**src/rtl/mbrq_pkg.sv**
```systemverilog
// mbrq_pkg: beat types, command and scan-mode codes, default sizes for the
// mark bitmap range query block. No dependencies.
`default_nettype none

package mbrq_pkg;

   localparam int NUM_CELLS_DEF = 1024;
   localparam int CELL_BITS_DEF = 32;

   // cell counter: holds any cell number a bit index can name, and NUM_CELLS
   localparam int CELL_CNT_W = 17;
   localparam int DIVIDEND_W = 16;

   localparam logic [2:0] CMD_WRITE = 3'd0;
   localparam logic [2:0] CMD_RSET  = 3'd1;
   localparam logic [2:0] CMD_RCLR  = 3'd2;
   localparam logic [2:0] CMD_FIND  = 3'd3;
   localparam logic [2:0] CMD_CLEAN = 3'd4;

   localparam logic [2:0] MODE_RSET  = 3'd0;
   localparam logic [2:0] MODE_RCLR  = 3'd1;
   localparam logic [2:0] MODE_CLEAN = 3'd2;
   localparam logic [2:0] MODE_PROBE = 3'd3;
   localparam logic [2:0] MODE_NZ    = 3'd4;
   localparam logic [2:0] MODE_ONES  = 3'd5;

   typedef struct packed {
      logic [2:0]  cmd;
      logic [9:0]  wr_index;
      logic [31:0] cell_value;
      logic [15:0] range_start;
      logic [15:0] range_end;
      logic [14:0] probe_bit;
   } req_type;

   typedef struct packed {
      logic        answer;
      logic [14:0] start_bit;
      logic        probe_was_marked;
   } rsp_type;

   typedef struct packed {
      logic        done;
      logic        answer;
      logic        marked;
      logic [14:0] start_bit;
      logic [2:0]  next_mode;
   } unit_out_type;

endpackage

`default_nettype wire

```
**src/rtl/mbrq_div.sv**
```systemverilog
// mbrq_div: splits a bit index into cell number and bit offset by shift and
// mask (cell width a power of two), result registered in the cycle after start. Uses mbrq_pkg.
`default_nettype none

module mbrq_div #(
   parameter int DIVISOR = mbrq_pkg::CELL_BITS_DEF
) (
   input  wire logic                                clock,
   input  wire logic                                reset,
   input  wire logic                                start,
   input  wire logic [mbrq_pkg::DIVIDEND_W-1:0]     dividend,
   output logic                                     done,
   output logic      [mbrq_pkg::DIVIDEND_W-1:0]     quotient,
   output logic      [$clog2(DIVISOR)-1:0]          remainder
);
   import mbrq_pkg::*;

   localparam int RW = $clog2(DIVISOR);

   logic                  done_ff, done_in;
   logic [DIVIDEND_W-1:0] quo_ff,  quo_in;
   logic [RW-1:0]         rem_ff,  rem_in;

   always_comb begin
      done_in = start;
      quo_in  = quo_ff;
      rem_in  = rem_ff;
      if (start) begin
         quo_in = dividend >> RW;
         rem_in = dividend[RW-1:0];
      end
   end

   always_ff @(posedge clock) begin
      if (reset) begin
         done_ff <= 1'b0;
      end else begin
         done_ff <= done_in;
      end
      quo_ff <= quo_in;
      rem_ff <= rem_in;
   end

   assign done      = done_ff;
   assign quotient  = quo_ff;
   assign remainder = rem_ff;

endmodule

`default_nettype wire

```
**config.mk**
```make
export PLATFORM = sky130hd
export DESIGN_NAME = mbrq_div
export DESIGN_NICKNAME = d
export VERILOG_FILES = /design/src/rtl/mbrq_pkg.sv /design/src/rtl/mbrq_div.sv
export SDC_FILE = /design/constraint.sdc
export NUM_CORES = 1
export LEC_CHECK = 0
export ABC_AREA = 1
export BUFFER_PORTS_ARGS = -buffer_cell sky130_fd_sc_hd__buf_2
export CORE_AREA = 2 2 42 44
export CTS_CLUSTER_DIAMETER = 50
export CTS_CLUSTER_SIZE = 30
export DETAILED_ROUTE_END_ITERATION = 10
export DIE_AREA = 0 0 44 46
export PLACE_DENSITY = 0.74
export SETUP_SLACK_MARGIN = 0.02
export SLEW_MARGIN = 10
export SYNTH_ARGS = -nofsm -noshare
export SYNTH_HDL_FRONTEND = slang
export SYNTH_SLANG_ARGS = --single-unit
```
**constraint.sdc**
```tcl
create_clock -name clock -period 0.8 [get_ports clock]
set_input_delay 0.24 -clock clock [delete_from_list [all_inputs] [get_ports clock]]
set_output_delay 0.24 -clock clock [all_outputs]
set_load 0.02 [all_outputs]
```
==> key figures <==
Status
  • Status: complete, but fails checks
  • Failing checks: negative setup slack

Floorplan
  • Die height: 46 um
  • # rows: 15
  • DIE AREA: 2020 um2
  • CORE AREA: 1610 um2
  • Starting Density: between 30 and 40%
  • Die width: 44 um
  • IO Pins: between 40 and 50

Yosys
  • Synthesized instance count: 25
  • Yosys reg bits: 17
  • Avg Inst Size Synth: 22.1 um2
  • Mapped Area: about 550 um2
  • Number of synthesis warnings: 0
  • Netlist cell types: 6
  • Sequential area share after synthesis: about nine tenths

Hold path
  • Tightest Hold Check Type: input pin to flip-flop

CTS
  • CTS tree: built
  • Clock buffer depth: 2
  • Worst-path clk slew: 0.09 ns
  • H-tree depth: 1
  • CTS Buf Count: 3
  • Hold_buf cts: 0
  • CTS Sinks: 17
  • Setup Fix Bufs, Post-CTS: 0
  • Clock Tree Root: clkbuf_4

Detailed routing
  • Total wire length: between 900 and 1000 um
  • DRC violations left: 0
  • Detail-routed via count per cell: between 3 and 4
  • Routed WL per cell: 11.1 um
  • DRT Pass-1 Iters: 2
  • Antenna Nets Post-Route: 0
  • Via count: 309
  • DR iter-0 viols: 2

Cells and area
  • Register area: 502 um2
  • Filler cells: 148
  • Area Overhead vs Synth: 57.1%
  • Layout cells sized above 1: 64.1%
  • Multi-input gate area: 25.0 um2
  • Commonest non-fill, non-tap cell in the layout: buf_2
  • Final nets: 84
  • Number of diodes: 0
  • Commonest cells after routing, fill and taps aside: buf_2 (20), edfxtp_1 (16), buf_6 (15)
  • Post-route cell area: slightly below 900 um2

Worst setup path
  • CP max FO: 1
  • Worst endpoint data arrival time: between 0.8 and 0.9 ns
  • Crit-path cells: buf_6
  • Worst setup SP type: flip-flop
  • CP Buf/Inv Count: 1
  • CP Capture Type: output pin
  • CP required: 0.56 ns
  • Delay-heaviest family, CP: flip-flops
  • WS Path Type: flip-flop to output pin
  • Slowest-stage cell, CP: edfxtp_1
  • CP peak stage delay: about 0.4 ns

Global route
  • GRT Total Usage: 9.02%
  • Largest net degree at the start of global routing: 18
  • First-pass GRT wire length: 1220 um
  • Vias in the first global route: between 200 and 300
  • GRT overflow: 0
  • Initial antenna violation count: 0

Place
  • Placed cell area: 746 um2
  • Global placement routability congestion: 0.535
  • IO Port Bufs: 35
  • Detailed placement HPWL: roughly 700 um

Power
  • Peak supply drop: between 900 and 1000 uV
  • Power density over cell area: 2090 nW/um2
  • Leakage power: 0.383 nW
  • Total power draw: 0.00182 W

Timing
  • Max Fclk: 0.924 GHz
  • Fin. Hold Viols: 0
  • Post-route clock period utilization: 135%
  • RSZ-0062 raised after global routing: true
  • Period minus WS final: 1.08 ns
  • Slew Limit Fails: 0
  • Final Setup Violations: 17
  • Setup WS post-layout: -0.282 ns

Run
  • MaxCap Viol Count: 0
-- metrics by stage --
step | utilization [%] | cells | setup WS (ns) | hold WS [ns] | setup TNS, ns
floorplan | - | 29 | 0.111 | 0.307 | 0
global placement | 46.2 | 77 | 0.0141 | 0.404 | 0
detailed placement | 46.2 | 77 | 0.00917 | 0.406 | 0
CTS | 48.3 | 81 | -0.297 | 0.0876 | -4.44
global route | 53.7 | 81 | -0.316 | 0.0801 | -4.86
finish | 53.7 | 81 | -0.282 | 0.103 | -4.16
-- synth_stat cells (all sizes together) --
| cell type | number | area (um2) |
|---|---|---|
| inv | 1 | 3.75 |
| conb | 1 | 3.75 |
| edfxtp | 16 | 480 |
| dfxtp | 1 | 20.0 |
| buf | 5 | 37.5 |
| nor2 | 1 | 6.26 |
-- path summary, 6_finish.rpt --
kind / from / cells past startpoint / end / slack (ns)
hold / removal: reset / 2 / done / 0.10
setup / recovery: quotient[9] / 1 / quotient[9] / -0.28
-- kinds of logic (layout without fill, tap and decap cells) --
group | after synthesis | in the layout | synth area share [%]
DFF | 17 | 17 | 90.7
and+or+nand+nor | 1 | 1 | 1.13
buffers and inverters | 6 | 41 | 7.48
other | 1 | 5 | 0.680
-- routing by layer --
layer | part of all wire (%) | track usage [%]
met5 | 0 | 0
met4 | 0 | 5.45
met3 | 9.2 | 4.37
met2 | 55 | 14.7
met1 | 35 | 9.39
-- power by group --
group | switching [W] | total, W | internal [W]
sequential | 0.0000286 | 0.00108 | 0.00105
combinational | 0.000157 | 0.000308 | 0.000151
clock | 0.000237 | 0.000430 | 0.000193
-- timing repair --
| item | CTS | global route |
|---|---|---|
| resized for setup | 3 | 28 |
| pin swaps | 0 | 0 |
| gates cloned | 0 | 0 |
| endpoints found under the setup margin | 17 | 17 |
-- sequential cells by signal, summed over array words and instances, names as in the netlist --
| signal | flops |
|---|---|
| done | 1 |
| quotient | 11 |
| remainder | 5 |
-- area by class of cell --
| class | count | share of cell area [%] |
|---|---|---|
| clock buffer | 4 | 3.03 |
| inverter | 1 | 0.433 |
| multi-input combinational | 6 | 2.89 |
| sequential | 17 | 57.9 |
| tap | 17 | 2.45 |
| timing repair buffer | 36 | 33.3 |
(Power assumes the default switching activity.)
