[src/rtl/mbrq_pkg.sv]
// mbrq_pkg: beat types, command and scan-mode codes, default sizes for the
// mark bitmap range query block. No dependencies.
`default_nettype none

package mbrq_pkg;

   localparam int NUM_CELLS_DEF = 1024;
   localparam int CELL_BITS_DEF = 32;

   // cell counter: holds any cell number a bit index can name, and NUM_CELLS
   localparam int CELL_CNT_W = 17;
   localparam int DIVIDEND_W = 16;

   localparam logic [2:0] CMD_WRITE = 3'd0;
   localparam logic [2:0] CMD_RSET  = 3'd1;
   localparam logic [2:0] CMD_RCLR  = 3'd2;
   localparam logic [2:0] CMD_FIND  = 3'd3;
   localparam logic [2:0] CMD_CLEAN = 3'd4;

   localparam logic [2:0] MODE_RSET  = 3'd0;
   localparam logic [2:0] MODE_RCLR  = 3'd1;
   localparam logic [2:0] MODE_CLEAN = 3'd2;
   localparam logic [2:0] MODE_PROBE = 3'd3;
   localparam logic [2:0] MODE_NZ    = 3'd4;
   localparam logic [2:0] MODE_ONES  = 3'd5;

   typedef struct packed {
      logic [2:0]  cmd;
      logic [9:0]  wr_index;
      logic [31:0] cell_value;
      logic [15:0] range_start;
      logic [15:0] range_end;
      logic [14:0] probe_bit;
   } req_type;

   typedef struct packed {
      logic        answer;
      logic [14:0] start_bit;
      logic        probe_was_marked;
   } rsp_type;

   typedef struct packed {
      logic        done;
      logic        answer;
      logic        marked;
      logic [14:0] start_bit;
      logic [2:0]  next_mode;
   } unit_out_type;

endpackage

`default_nettype wire

[src/rtl/mbrq_cell_unit.sv]
// mbrq_cell_unit: evaluates one mark cell for the active scan mode (range
// test, clean test, object start search). Depends on mbrq_pkg.
`default_nettype none

module mbrq_cell_unit #(
   parameter int CELL_BITS = mbrq_pkg::CELL_BITS_DEF
) (
   input  wire logic [2:0]                      mode,
   input  wire logic [CELL_BITS-1:0]            value,
   input  wire logic [mbrq_pkg::CELL_CNT_W-1:0] tag,
   input  wire logic                            is_first,
   input  wire logic                            is_last,
   input  wire logic [$clog2(CELL_BITS)-1:0]    lo_off,
   input  wire logic [$clog2(CELL_BITS)-1:0]    hi_off,
   output mbrq_pkg::unit_out_type               uo
);
   import mbrq_pkg::*;

   localparam int OW = $clog2(CELL_BITS);

   function automatic logic [OW-1:0] top_bit(input logic [CELL_BITS-1:0] v);
      logic [OW-1:0] h;
      h = '0;
      for (int i = 0; i < CELL_BITS; i++) begin
         if (v[i]) begin
            h = OW'(i);
         end
      end
      return h;
   endfunction

   logic [OW-1:0]        lo, hi, h, hw, ho;
   logic [CELL_BITS-1:0] span, pmask, vp, below, w;
   logic [14:0]          base;
   logic                 at_zero;

   always_comb begin
      lo = is_first ? lo_off : '0;
      hi = is_last ? hi_off : OW'(CELL_BITS - 1);
      for (int i = 0; i < CELL_BITS; i++) begin
         span[i]  = (OW'(i) >= lo) && (OW'(i) <= hi);
         pmask[i] = OW'(i) <= lo_off;
      end
      vp = (mode == MODE_PROBE) ? (value & pmask) : value;
      h  = top_bit(vp);
      for (int i = 0; i < CELL_BITS; i++) begin
         below[i] = OW'(i) < h;
      end
      w       = ~vp & below;
      hw      = top_bit(w);
      ho      = top_bit(~value);
      base    = 15'(tag * CELL_CNT_W'(CELL_BITS));
      at_zero = tag == '0;

      uo           = '0;
      uo.next_mode = mode;
      case (mode)
         MODE_RSET: begin
            if ((value & span) != span) begin
               uo.done = 1'b1;
            end else if (is_last) begin
               uo.done   = 1'b1;
               uo.answer = 1'b1;
            end
         end
         MODE_RCLR: begin
            if ((value & span) != '0) begin
               uo.done = 1'b1;
            end else if (is_last) begin
               uo.done   = 1'b1;
               uo.answer = 1'b1;
            end
         end
         MODE_CLEAN: begin
            if (value != '0) begin
               uo.done = 1'b1;
            end else if (is_last) begin
               uo.done   = 1'b1;
               uo.answer = 1'b1;
            end
         end
         MODE_PROBE, MODE_NZ: begin
            if (mode == MODE_PROBE && value[lo_off]) begin
               uo.done   = 1'b1;
               uo.marked = 1'b1;
            end else if (vp == '0) begin
               uo.next_mode = MODE_NZ;
               uo.done      = at_zero;
            end else if (w != '0) begin
               uo.done      = 1'b1;
               uo.start_bit = base + 15'(hw) + 15'd1;
            end else if (at_zero) begin
               uo.done = 1'b1;
            end else begin
               // run reaches bit 0 of this cell: keep going below
               uo.next_mode = MODE_ONES;
            end
         end
         MODE_ONES: begin
            if (value == '1) begin
               uo.done = at_zero;
            end else begin
               uo.done      = 1'b1;
               uo.start_bit = base + 15'(ho) + 15'd1;
            end
         end
         default: begin
            uo.done = 1'b1;
         end
      endcase
   end

endmodule

`default_nettype wire

[config.mk]
export PLATFORM = sky130hd
export DESIGN_NAME = mbrq_cell_unit
export DESIGN_NICKNAME = d
export VERILOG_FILES = /design/src/rtl/mbrq_pkg.sv /design/src/rtl/mbrq_cell_unit.sv
export SDC_FILE = /design/constraint.sdc
export NUM_CORES = 1
export LEC_CHECK = 0
export BUFFER_PORTS_ARGS = -buffer_cell sky130_fd_sc_hd__buf_2
export CELL_PAD_IN_SITES_DETAIL_PLACEMENT = 0
export CELL_PAD_IN_SITES_GLOBAL_PLACEMENT = 2
export CORE_MARGIN = 2
export CORE_UTILIZATION = 31
export DETAILED_ROUTE_END_ITERATION = 8
export PLACE_DENSITY = 0.95
export SETUP_SLACK_MARGIN = 0.1
export SLEW_MARGIN = 20
export SYNTH_ARGS = -nofsm -noshare
export SYNTH_HDL_FRONTEND = slang
export SYNTH_SLANG_ARGS = --single-unit
export TNS_END_PERCENT = 5
[constraint.sdc]
create_clock -name vclk -period 7
set_input_delay 1.4 -clock vclk [all_inputs]
set_output_delay 1.4 -clock vclk [all_outputs]
set_load 0.02 [all_outputs]
==> results of run 1 <==
## tightest hold or removal path: cells and delay by family
kind            cells  cell delay (ns)
buf+inv             2             0.25
compound gates      1             0.05
## logic make-up (layout without fill, tap and decap cells)
family | Yosys count | in the layout
AOI/OAI and AO/OA | 344 | 344
and+or+nand+nor | 308 | 308
buffers and inverters | 98 | 223
muxes | 11 | 11
xor gates and xnor gates | 4 | 4
adders and majority gates | 3 | 3
## cell usage in the layout (no fill, tap or decap), types with 11 or more instances in the layout
| cell | count |
|---|---|
| sky130_fd_sc_hd__o21ai_1 | 12 |
| sky130_fd_sc_hd__buf_2 | 78 |
| sky130_fd_sc_hd__o211ai_1 | 20 |
| sky130_fd_sc_hd__nand3_1 | 23 |
| sky130_fd_sc_hd__buf_4 | 87 |
| sky130_fd_sc_hd__nor2_1 | 64 |
| sky130_fd_sc_hd__nand4_1 | 15 |
| sky130_fd_sc_hd__buf_6 | 14 |
| sky130_fd_sc_hd__inv_1 | 34 |
| sky130_fd_sc_hd__a31oi_1 | 15 |
| sky130_fd_sc_hd__nor3_1 | 19 |
| sky130_fd_sc_hd__a21oi_1 | 52 |
| sky130_fd_sc_hd__nand2_1 | 87 |
| sky130_fd_sc_hd__o21ai_0 | 61 |
| sky130_fd_sc_hd__o22ai_1 | 11 |
## routing by layer
layer	vias to the layer above	wire length (um)	global-route usage [%]	share of wire [%]
li1	3252	-	-	-
met1	3382	9240	37.1	38
met2	637	10300	42.9	42
met3	112	3910	8.27	16
met4	0	854	5.30	3.5
met5	-	0	0	0
## cells in the mapped netlist (all sizes together), types with 9 or more instances
cell type / n / area, um^2
o211ai: 20 / 150
a31oi: 21 / 144
inv: 34 / 128
or2: 9 / 56.3
mux4: 10 / 225
buf: 29 / 161
a211oi: 11 / 87.6
a22oi: 13 / 111
nor2: 72 / 270
nand4: 16 / 106
nor4: 9 / 62.6
o31ai: 10 / 80.1
a21oi: 60 / 304
o21ai: 79 / 395
nor3: 25 / 141
o22ai: 11 / 68.8
nand2b: 9 / 56.3
clkbuf: 35 / 131
o21a: 10 / 75.1
and2: 10 / 62.6
nand3: 24 / 120
nand2: 90 / 338
or3: 10 / 72.6
a2111oi: 12 / 113
## cell type report
class                           instances  area (um^2)
Tap cell                              184          230
Multi-Input combinational cell        670         4670
Inverter                               34          128
Fill cell                            1512         8220
Timing Repair Buffer                  189         1400
## worst min path at each step
stage	from	end	slack (ns)	depth (start not counted)
finish	tag[9]	uo[17]	3.10	3
global route	tag[9]	uo[17]	3.13	3
CTS	tag[9]	uo[17]	3.11	3
detailed placement	tag[9]	uo[17]	3.11	3
global placement	tag[9]	uo[17]	3.13	3
floorplan	tag[5]	uo[13]	2.95	1
## power groups by stage
stage	sequential (mW)	clock (mW)	combinational [mW]
finish	0	0	0.443
global route	0	0	0.469
CTS	0	0	0.372
detailed placement	0	0	0.367
global placement	0	0	0.369
floorplan	0	0	0.232
## through the flow
step	hold WS, ns	area, um^2	worst slack [ns]
2_1_floorplan	2.95	4680	0.265
3_3_place_gp	3.13	5600	-0.0341
3_5_place_dp	3.11	5600	-0.00902
4_1_cts	3.11	5660	0.0988
5_1_grt	3.13	6420	-0.0265
6_report	3.10	6420	0.203
## repair_timing
item                                    4_1_cts  5_1_grt
gates cloned                                  0        4
pin swaps                                     6       48
setup buffers                                 5       25
gates resized for setup                       8      112
endpoints found under the setup margin        2       10
==> summary.md, run 1 <==
| Metric | Value |
|---|---|
| Endpoints failing setup | `0` |
| Power density over cell area | `69.0 nW/um^2` |
| Netlist Area Pre-Place | `4680 um^2` |
| Setup crit end kind | `primary output` |
| Die Span X | `roughly 130 um` |
| Critical path buffer and inverter count | `6` |
| Largest net degree at the start of global routing | `26` |
| Hold Fails Final Rpt | `0` |
| Min Clock Period, post-route | `6.80 ns` |
| Core Util, Final | `43.9%` |
| Avg Synthesized Cell Area | `~6 um^2` |
| Complex-gate fraction of the synthesized area | `51.4%` |
| Hpwl dp | `17900 um` |
| Starting density of the core | `31.9%` |
| Post-synthesis cell type count | `89` |
| Total design power | `between 0.4 and 0.5 mW` |
| Slowest cell delay on critical path | `0.45 ns` |
| Synth Area in XOR/XNOR | `less than 1%` |
| Via count | `7383` |
| Wire per inst | `around 23 um` |
| Number of placed instances with taps included | `1043` |
| Cells after Synth | `~770` |
| Worst Path Arrival | `around 5.4 ns` |
| Required time reported for the critical path endpoint | `5.60 ns` |
| Worst-case headroom to the max-slew limit | `37.0%` |
| Critical-path cell with the highest stage delay | `sky130_fd_sc_hd__o41ai_4` |
| Rows | `44` |
| Max Clock Freq | `about 150 MHz` |
| Total routed wirelength | `24300 um` |
| Endpoint of the worst setup timing path | `uo[9]` |
| Final standard cell count with taps included and fillers excluded | `around 1100` |
| Max rail drop VDD | `39.1 uV` |
| Port-buffer cells | `85` |
| Hold/Removal Path Class | `in2out` |
| Area of the core | `approximately 15000 um^2` |
| Status | `finished clean` |
| Vertical extent of the die | `approximately 130 um` |
| Worst setup path start | `mode[0]` |
| Growth of design area from synthesis to finish | `37.3%` |
| Cell seen most often among critical-path stages | `sky130_fd_sc_hd__buf_4` |
| Antenna diodes | `0` |
| Number of stages on the worst setup path | `22` |
| Number of global-route vias before repair | `6433` |
| Remaining antenna violation count after routing | `0` |
| Average vias per placed instance | `6.86` |
| Number of DRC violations after detailed-routing iteration 0 | `1227` |
| Remaining design rule violation count | `0` |
| Total of hold buffers inserted after clock tree synthesis | `0` |
| Register cell area after layout | `0 um^2` |
| Switching Share | `about three fifths` |
| Top Ports | `85` |
| Family of cells with the greatest summed delay on the critical path | `compound AO/OA/AOI/OAI gates` |
| Simple-gate area share of the yosys netlist | `33.1%` |
| Worst Tran Pin Value | `0.938 ns` |
| Antenna violations before repair | `0` |
| Maximum fanout along the worst path | `6` |
| First-pass iteration count of the detailed router | `8` |
| Total overflow reported by the global router | `0` |
| Leakage Power | `between 2 and 2.5 nW` |
| Post-route fraction of the period consumed by the critical path | `97.1%` |
| Number of nets in the layout | `961` |
| Setup repair after global routing missed its margin | `yes` |
| Number of warnings issued by yosys | `0` |
| Synthesized-area fraction occupied by adder cells | `0.749%` |
| Total die area | `16100 um^2` |
| Largest family of logic cells by synthesized area | `compound AO/OA/AOI/OAI gates` |
| Pins over their slew limit | `0` |
| Placer Congestion | `1.11` |
| Internal | `0.173 mW` |
| Cell Chain, Critical Path | `buf_2 -> and3b_2 -> buf_12 -> a31o_2 -> nor2b_4 -> o41ai_4 -> a31oi_4 -> buf_8 -> a311o_1 -> or4_1 -> nand3b_1 -> a21oi_2 -> o211ai_1 -> nor2_1 -> ha_2 -> buf_4 -> buf_4 -> nand2_2 -> o22ai_1 -> a21oi_1 -> a41oi_2 -> buf_4` |
| Clk network pwr share | `0%` |
| Setup TNS | `0 ns` |
| Fraction of layout instances using a drive strength above 1 | `roughly a third` |
| # Max-Cap Violations | `0` |
| Part of the Yosys area used for sequential elements | `0%` |
| Global-route wire length before repair | `about 36000 um` |
| Part of the total power dissipated in sequential elements | `0%` |
| Launching element type of the critical path | `primary input` |
| Overall Global Routing Usage | `27.3%` |
| Critical setup path kind | `in2out` |
| Mux contribution to synthesized area | `5.05%` |
| Syn Nets | `roughly 830` |
| Part of the power in combinational logic | `100.0%` |
| Count of sequential standard cells | `0` |
| Clock buffer instance count of the final layout | `0` |
| Switching component of the power | `between 0.2 and 0.3 mW` |
Power figures use the tool's default switching activity.
==> run 2, diff against run 1 <==
--- a/config.mk
+++ b/config.mk
@@ -9,9 +9,9 @@
 export CELL_PAD_IN_SITES_DETAIL_PLACEMENT = 0
 export CELL_PAD_IN_SITES_GLOBAL_PLACEMENT = 2
 export CORE_MARGIN = 2
-export CORE_UTILIZATION = 31
+export CORE_UTILIZATION = 30
 export DETAILED_ROUTE_END_ITERATION = 8
-export PLACE_DENSITY = 0.95
+export PLACE_DENSITY = 0.94
 export SETUP_SLACK_MARGIN = 0.1
 export SLEW_MARGIN = 20
 export SYNTH_ARGS = -nofsm -noshare
==> summary.md, run 2 (same netlist as run 1, synthesis figures left out) <==
| Metric | Value |
|---|---|
| Status | `finished clean` |
| Placed inst area | `5750 um^2 (+2.6%)` |
| Number of global-route vias before repair | `6641 (+3.2%)` |
| Launching element type of the critical path | `primary input` |
| Core Util, Final | `41.3% (-2.6 points)` |
| Fraction of layout instances using a drive strength above 1 | `32.7% (-0.71 points)` |
| Commonest cells after routing, fill and taps aside | `sky130_fd_sc_hd__buf_4, sky130_fd_sc_hd__nand2_1, sky130_fd_sc_hd__buf_2, sky130_fd_sc_hd__nor2_1, sky130_fd_sc_hd__o21ai_0` |
| Die Span X | `129 um (+1.6%)` |
| Met3 usage in global routing | `7.90% (-0.37 points)` |
| Setup crit end kind | `primary output` |
| Critical-path cell with the highest stage delay | `sky130_fd_sc_hd__o31a_1` |
| Growth of design area from synthesis to finish | `34.2%` |
| Count of sequential standard cells | `0 (unchanged)` |
| Remaining antenna violation count after routing | `0 (unchanged)` |
| Setup repair after global routing missed its margin | `yes` |
| Largest net degree at the start of global routing | `25 (-3.8%)` |
| Met2 track utilization from global routing | `42.1% (-0.81 points)` |
| Total of hold buffers inserted after clock tree synthesis | `0 (unchanged)` |
| Vertical extent of the die | `129 um (+1.6%)` |
| Worst Hold Depth | `3 (unchanged)` |
| Final cell area excluding filler cells | `6280 um^2 (-2.2%)` |
| Number of DRC violations after detailed-routing iteration 0 | `1080 (-12%)` |
| Cell seen most often among critical-path stages | `sky130_fd_sc_hd__buf_4` |
| Fill cell total of the finished layout | `1639 (+8.4%)` |
| Max rail drop VDD | `37.8 uV (-3.3%)` |
| Wire per inst | `22.5 um (-0.16%)` |
| Via count | `7334 (-0.66%)` |
| Min Clock Period, post-route | `6.89 ns (+0.0970 ns)` |
| Busiest layer in global routing | `met2` |
| Area of the core | `15200 um^2 (+3.8%)` |
| Rows | `45 (+2.3%)` |
| Global-route wire length before repair | `36500 um (+1.5%)` |
| Port-buffer cells | `85 (unchanged)` |
| Worst Path Arrival | `5.49 ns (+0.09 ns)` |
| Multi-input gate area | `4610 um^2 (-1.3%)` |
| Maximum fanout along the worst path | `12 (+6)` |
| Clock buffer instance count of the final layout | `0 (unchanged)` |
| Hold Fails Final Rpt | `0 (unchanged)` |
| Remaining design rule violation count | `0 (unchanged)` |
| Antenna violations before repair | `1 (+1)` |
| Register cell area after layout | `0 um^2 (unchanged)` |
| Worst Tran Pin Value | `0.984 ns (+0.0454 ns)` |
| Placer Congestion | `1.13 (+1.6%)` |
| Required time reported for the critical path endpoint | `5.60 ns (about the same)` |
| Critical setup path kind | `in2out` |
| Hold/Removal Path Class | `in2out` |
| Total routed wirelength | `24300 um (about the same)` |
| Endpoints failing setup | `0 (unchanged)` |
| Pins over their slew limit | `0 (unchanged)` |
| Total die area | `16600 um^2 (+3.2%)` |
| Number of nets in the layout | `959 (-0.21%)` |
| Max Clock Freq | `145 MHz (-1.4%)` |
| Worst-case headroom to the max-slew limit | `33.9% (-3.0 points)` |
| Setup TNS | `0 ns (unchanged)` |
| Hpwl dp | `18500 um (+3.2%)` |
| Top Ports | `85 (unchanged)` |
| # Max-Cap Violations | `0 (unchanged)` |
| Antenna diodes | `0 (unchanged)` |
| Power density over cell area | `70.1 nW/um^2 (+1.7%)` |
| Cell Chain, Critical Path | `buf_4 -> nand3b_1 -> buf_6 -> buf_6 -> o21ai_0 -> buf_4 -> a41oi_1 -> o2111ai_2 -> nor2b_1 -> o31a_1 -> buf_4 -> o2bb2ai_1 -> o221a_2 -> a22oi_2 -> o211ai_1 -> nor2_2 -> ha_4 -> buf_4 -> buf_4 -> nand2_1 -> o22ai_1 -> a21oi_1 -> a41oi_1 -> buf_2` |
| First-pass iteration count of the detailed router | `6 (-2)` |
| Average vias per placed instance | `6.80 (-0.85%)` |
| Most common library cell in the layout ignoring fill and taps | `sky130_fd_sc_hd__buf_4` |
| Total design power | `0.440 mW (-0.61%)` |
| Starting density of the core | `30.8% (-1.2 points)` |
| Slowest cell delay on critical path | `0.30 ns (-0.15 ns)` |
| Post-route fraction of the period consumed by the critical path | `98.5% (+1.4 points)` |
| Overall Global Routing Usage | `27.3% (-0.046 points)` |
| Met1 layer usage reported by global route | `36.9% (-0.19 points)` |
| Total overflow reported by the global router | `0 (unchanged)` |
| Leakage Power | `2.43 nW (-1.8%)` |
==> run 2: layout make-up <==
type               count  area share (%)
well taps            188            3.75
repair buffers       187            20.8
inverters             34            2.03
multi-input cells    670            73.4
==> run 2: power breakdown <==
part / switching [mW] / internal, mW / total [mW]
Combinational: 0.268 / 0.172 / 0.440
Sequential: 0 / 0 / 0
Clock: 0 / 0 / 0
Total: 0.268 / 0.172 / 0.440
==> run 2: critical path, delay by kind of cell <==
family | cells | cell delay [ns]
AOI/OAI and AO/OA | 11 | 2.04
adders and majority gates | 1 | 0.16
buffers and inverters | 8 | 1.24
and+or+nand+nor | 4 | 0.65
==> run 2: layer usage <==
metal / vias to the layer above / wire (um)
met3: 124 / 3330
met4: 0 / 1080
met5: - / 0
li1: 3234 / -
met1: 3397 / 9580
met2: 579 / 10300
==> run 2: through the flow <==
step / setup WS, ns / cells / hold WS [ns]
final: 0.106 / 1079 / 3.09
after global routing: -0.0434 / 1079 / 3.11
after CTS: 0.0947 / 1066 / 3.11
after detailed placement: 0.0342 / 1066 / 3.11
after global placement: 0.0978 / 1066 / 3.12
after floorplan: 0.265 / 768 / 2.95
==> run 2: what timing repair did <==
action                     CTS  global route
buffers inserted             0            12
resized for setup            3           101
setup endpoints to repair    3             7
cloned                       0             1
pin swaps                    2            35
==> run 2: path summary, 6_finish.rpt <==
kind	start	endpoint	slack, ns
setup / recovery	mode[2]	uo[9]	0.11
hold / removal	tag[9]	uo[17]	3.09
==> run 3, diff against run 2 <==
--- a/config.mk
+++ b/config.mk
@@ -8,10 +8,10 @@
 export BUFFER_PORTS_ARGS = -buffer_cell sky130_fd_sc_hd__buf_2
 export CELL_PAD_IN_SITES_DETAIL_PLACEMENT = 0
 export CELL_PAD_IN_SITES_GLOBAL_PLACEMENT = 2
-export CORE_MARGIN = 2
 export CORE_UTILIZATION = 30
 export DETAILED_ROUTE_END_ITERATION = 8
 export PLACE_DENSITY = 0.94
+export RECOVER_POWER = 25
 export SETUP_SLACK_MARGIN = 0.1
 export SLEW_MARGIN = 20
 export SYNTH_ARGS = -nofsm -noshare
==> summary.md, run 3 (same netlist as run 1, synthesis figures left out) <==
| Metric | Value |
|---|---|
| Status | `finished clean` |
| Min Clock Period, post-route | `6.89 ns (-0.00567 ns)` |
| Most common library cell in the layout ignoring fill and taps | `sky130_fd_sc_hd__buf_4` |
| Commonest cells after routing, fill and taps aside | `sky130_fd_sc_hd__buf_4, sky130_fd_sc_hd__nand2_1, sky130_fd_sc_hd__buf_2, sky130_fd_sc_hd__nor2_1, sky130_fd_sc_hd__o21ai_0` |
| Worst Hold Depth | `3 (unchanged)` |
| Leakage Power | `2.47 nW (+1.7%)` |
| Overall Global Routing Usage | `27.6% (+0.38 points)` |
| Power density over cell area | `69.9 nW/um^2 (-0.39%)` |
| Maximum fanout along the worst path | `10 (-2)` |
| Hold/Removal Path Class | `in2out` |
| Global-route wire length before repair | `35800 um (-1.9%)` |
| Die Span X | `127 um (-1.6%)` |
| Max rail drop VDD | `36.8 uV (-2.7%)` |
| Clock buffer instance count of the final layout | `0 (unchanged)` |
| Total design power | `0.441 mW (+0.14%)` |
| Final standard cell count with taps included and fillers excluded | `1087 (+0.74%)` |
| Post-route fraction of the period consumed by the critical path | `98.4% (about the same)` |
| Number of DRC violations after detailed-routing iteration 0 | `1093 (+1.2%)` |
| First-pass iteration count of the detailed router | `6 (unchanged)` |
| Number of global-route vias before repair | `6409 (-3.5%)` |
| Hold Slack | `3.10 ns (+0.00503 ns)` |
| Top Ports | `85 (unchanged)` |
| Critical setup path kind | `in2out` |
| Worst-case headroom to the max-slew limit | `31.5% (-2.4 points)` |
| Wire per inst | `22.2 um (-1.5%)` |
| Area of the core | `15200 um^2 (unchanged)` |
| Max Clock Freq | `145 MHz (about the same)` |
| Final worst-path setup slack | `0.112 ns (+0.00567 ns)` |
| Worst Hold Endpoint | `uo[17]` |
| Count of sequential standard cells | `0 (unchanged)` |
| Endpoints failing setup | `0 (unchanged)` |
| Worst Tran Pin Value | `1.00 ns (+0.0184 ns)` |
| Total of hold buffers inserted after clock tree synthesis | `0 (unchanged)` |
| Hold path startpoint | `tag[9]` |
| Setup repair after global routing missed its margin | `yes` |
| Growth of design area from synthesis to finish | `35.0%` |
| Worst Path Arrival | `5.49 ns (about the same)` |
| Antenna violations before repair | `1 (unchanged)` |
| Required time reported for the critical path endpoint | `5.60 ns (about the same)` |
| Hold Fails Final Rpt | `0 (unchanged)` |
| Number of placed instances with taps included | `1059 (-0.66%)` |
| Total overflow reported by the global router | `0 (unchanged)` |
| Remaining design rule violation count | `0 (unchanged)` |
| Total routed wirelength | `24100 um (-0.78%)` |
| Placer Congestion | `1.09 (-3.2%)` |
| Starting density of the core | `30.8% (unchanged)` |
| Port-buffer cells | `85 (unchanged)` |
| Vertical extent of the die | `127 um (-1.6%)` |
| Hpwl dp | `18300 um (-0.79%)` |
| Setup crit end kind | `primary output` |
| Largest net degree at the start of global routing | `26 (+4.0%)` |
| Number of nets in the layout | `967 (+0.83%)` |
| Fraction of layout instances using a drive strength above 1 | `30.8% (-1.8 points)` |
| Worst setup path start | `lo_off[4]` |
| Via count | `7351 (+0.23%)` |
| Rows | `45 (unchanged)` |
| Remaining antenna violation count after routing | `0 (unchanged)` |
| Launching element type of the critical path | `primary input` |
| Register cell area after layout | `0 um^2 (unchanged)` |
| Total die area | `16100 um^2 (-3.1%)` |
| # Max-Cap Violations | `0 (unchanged)` |
| Antenna diodes | `0 (unchanged)` |
| Setup slack at placement | `-0.0284 ns (-0.0626 ns)` |
| Average vias per placed instance | `6.76 (-0.51%)` |
| Pins over their slew limit | `0 (unchanged)` |
run 3: timing repair:
action                                  4_1_cts  5_1_grt
gates cloned                                  0        2
gates resized for setup                       9       75
endpoints found under the setup margin        4       14
pin swaps                                     2       32
buffers inserted                              2       24
run 3: layer usage:
layer | global-route usage, % | vias up | share of wire, %
met5 | 0 | - | 0.066
met4 | 7.35 | 2 | 4.1
met3 | 4.72 | 115 | 13
met2 | 43.6 | 610 | 42
met1 | 38.5 | 3366 | 40
li1 | - | 3258 | -
run 3: through the flow:
| stage | setup TNS, ns | area (um^2) | util, % |
|---|---|---|---|
| after detailed placement | -0.0284 | 5700 | 37.5 |
| after CTS | 0 | 5760 | 37.9 |
| final | 0 | 6310 | 41.5 |
| after global placement | -0.0273 | 5700 | 37.5 |
| after floorplan | 0 | 4680 | - |
| after global routing | -0.0855 | 6310 | 41.5 |
run 3: cell type report:
type               count  area, um^2
multi-input cells    670        4580
repair buffers       195        1370
inverters             34         128
well taps            188         235
fillers             1623        8890
run 3: how the worst max path moves through the flow:
stage | end | slack [ns] | depth (start not counted)
4_1_cts | uo[17] | 0.12 | 20
6_report | uo[15] | 0.11 | 23
5_1_grt | uo[15] | -0.04 | 22
2_1_floorplan | uo[17] | 0.27 | 18
3_5_place_dp | uo[17] | -0.03 | 20
3_3_place_gp | uo[17] | -0.02 | 20
run 3: worst max-delay path, stage by stage:
cell	delay [ns]
sky130_fd_sc_hd__clkbuf_4	0.19
sky130_fd_sc_hd__and4bb_4	0.43
sky130_fd_sc_hd__buf_4	0.20
sky130_fd_sc_hd__a21bo_2	0.18
sky130_fd_sc_hd__o21a_2	0.18
sky130_fd_sc_hd__o41ai_4	0.08
sky130_fd_sc_hd__buf_4	0.18
sky130_fd_sc_hd__a31oi_4	0.25
sky130_fd_sc_hd__buf_12	0.16
sky130_fd_sc_hd__buf_4	0.11
sky130_fd_sc_hd__o21ai_0	0.06
sky130_fd_sc_hd__a21oi_1	0.21
sky130_fd_sc_hd__o221a_2	0.27
sky130_fd_sc_hd__a21oi_2	0.07
sky130_fd_sc_hd__o211ai_1	0.30
sky130_fd_sc_hd__nor2_2	0.11
sky130_fd_sc_hd__ha_4	0.21
sky130_fd_sc_hd__nand4_1	0.18
sky130_fd_sc_hd__nor2_2	0.08
sky130_fd_sc_hd__a22o_1	0.20
sky130_fd_sc_hd__buf_4	0.13
sky130_fd_sc_hd__o21a_1	0.15
sky130_fd_sc_hd__buf_4	0.15
run 3: report_power, final:
| group | internal [mW] | switching (mW) |
|---|---|---|
| Sequential | 0 | 0 |
| Combinational | 0.174 | 0.267 |
| Clock | 0 | 0 |
| Total | 0.174 | 0.267 |
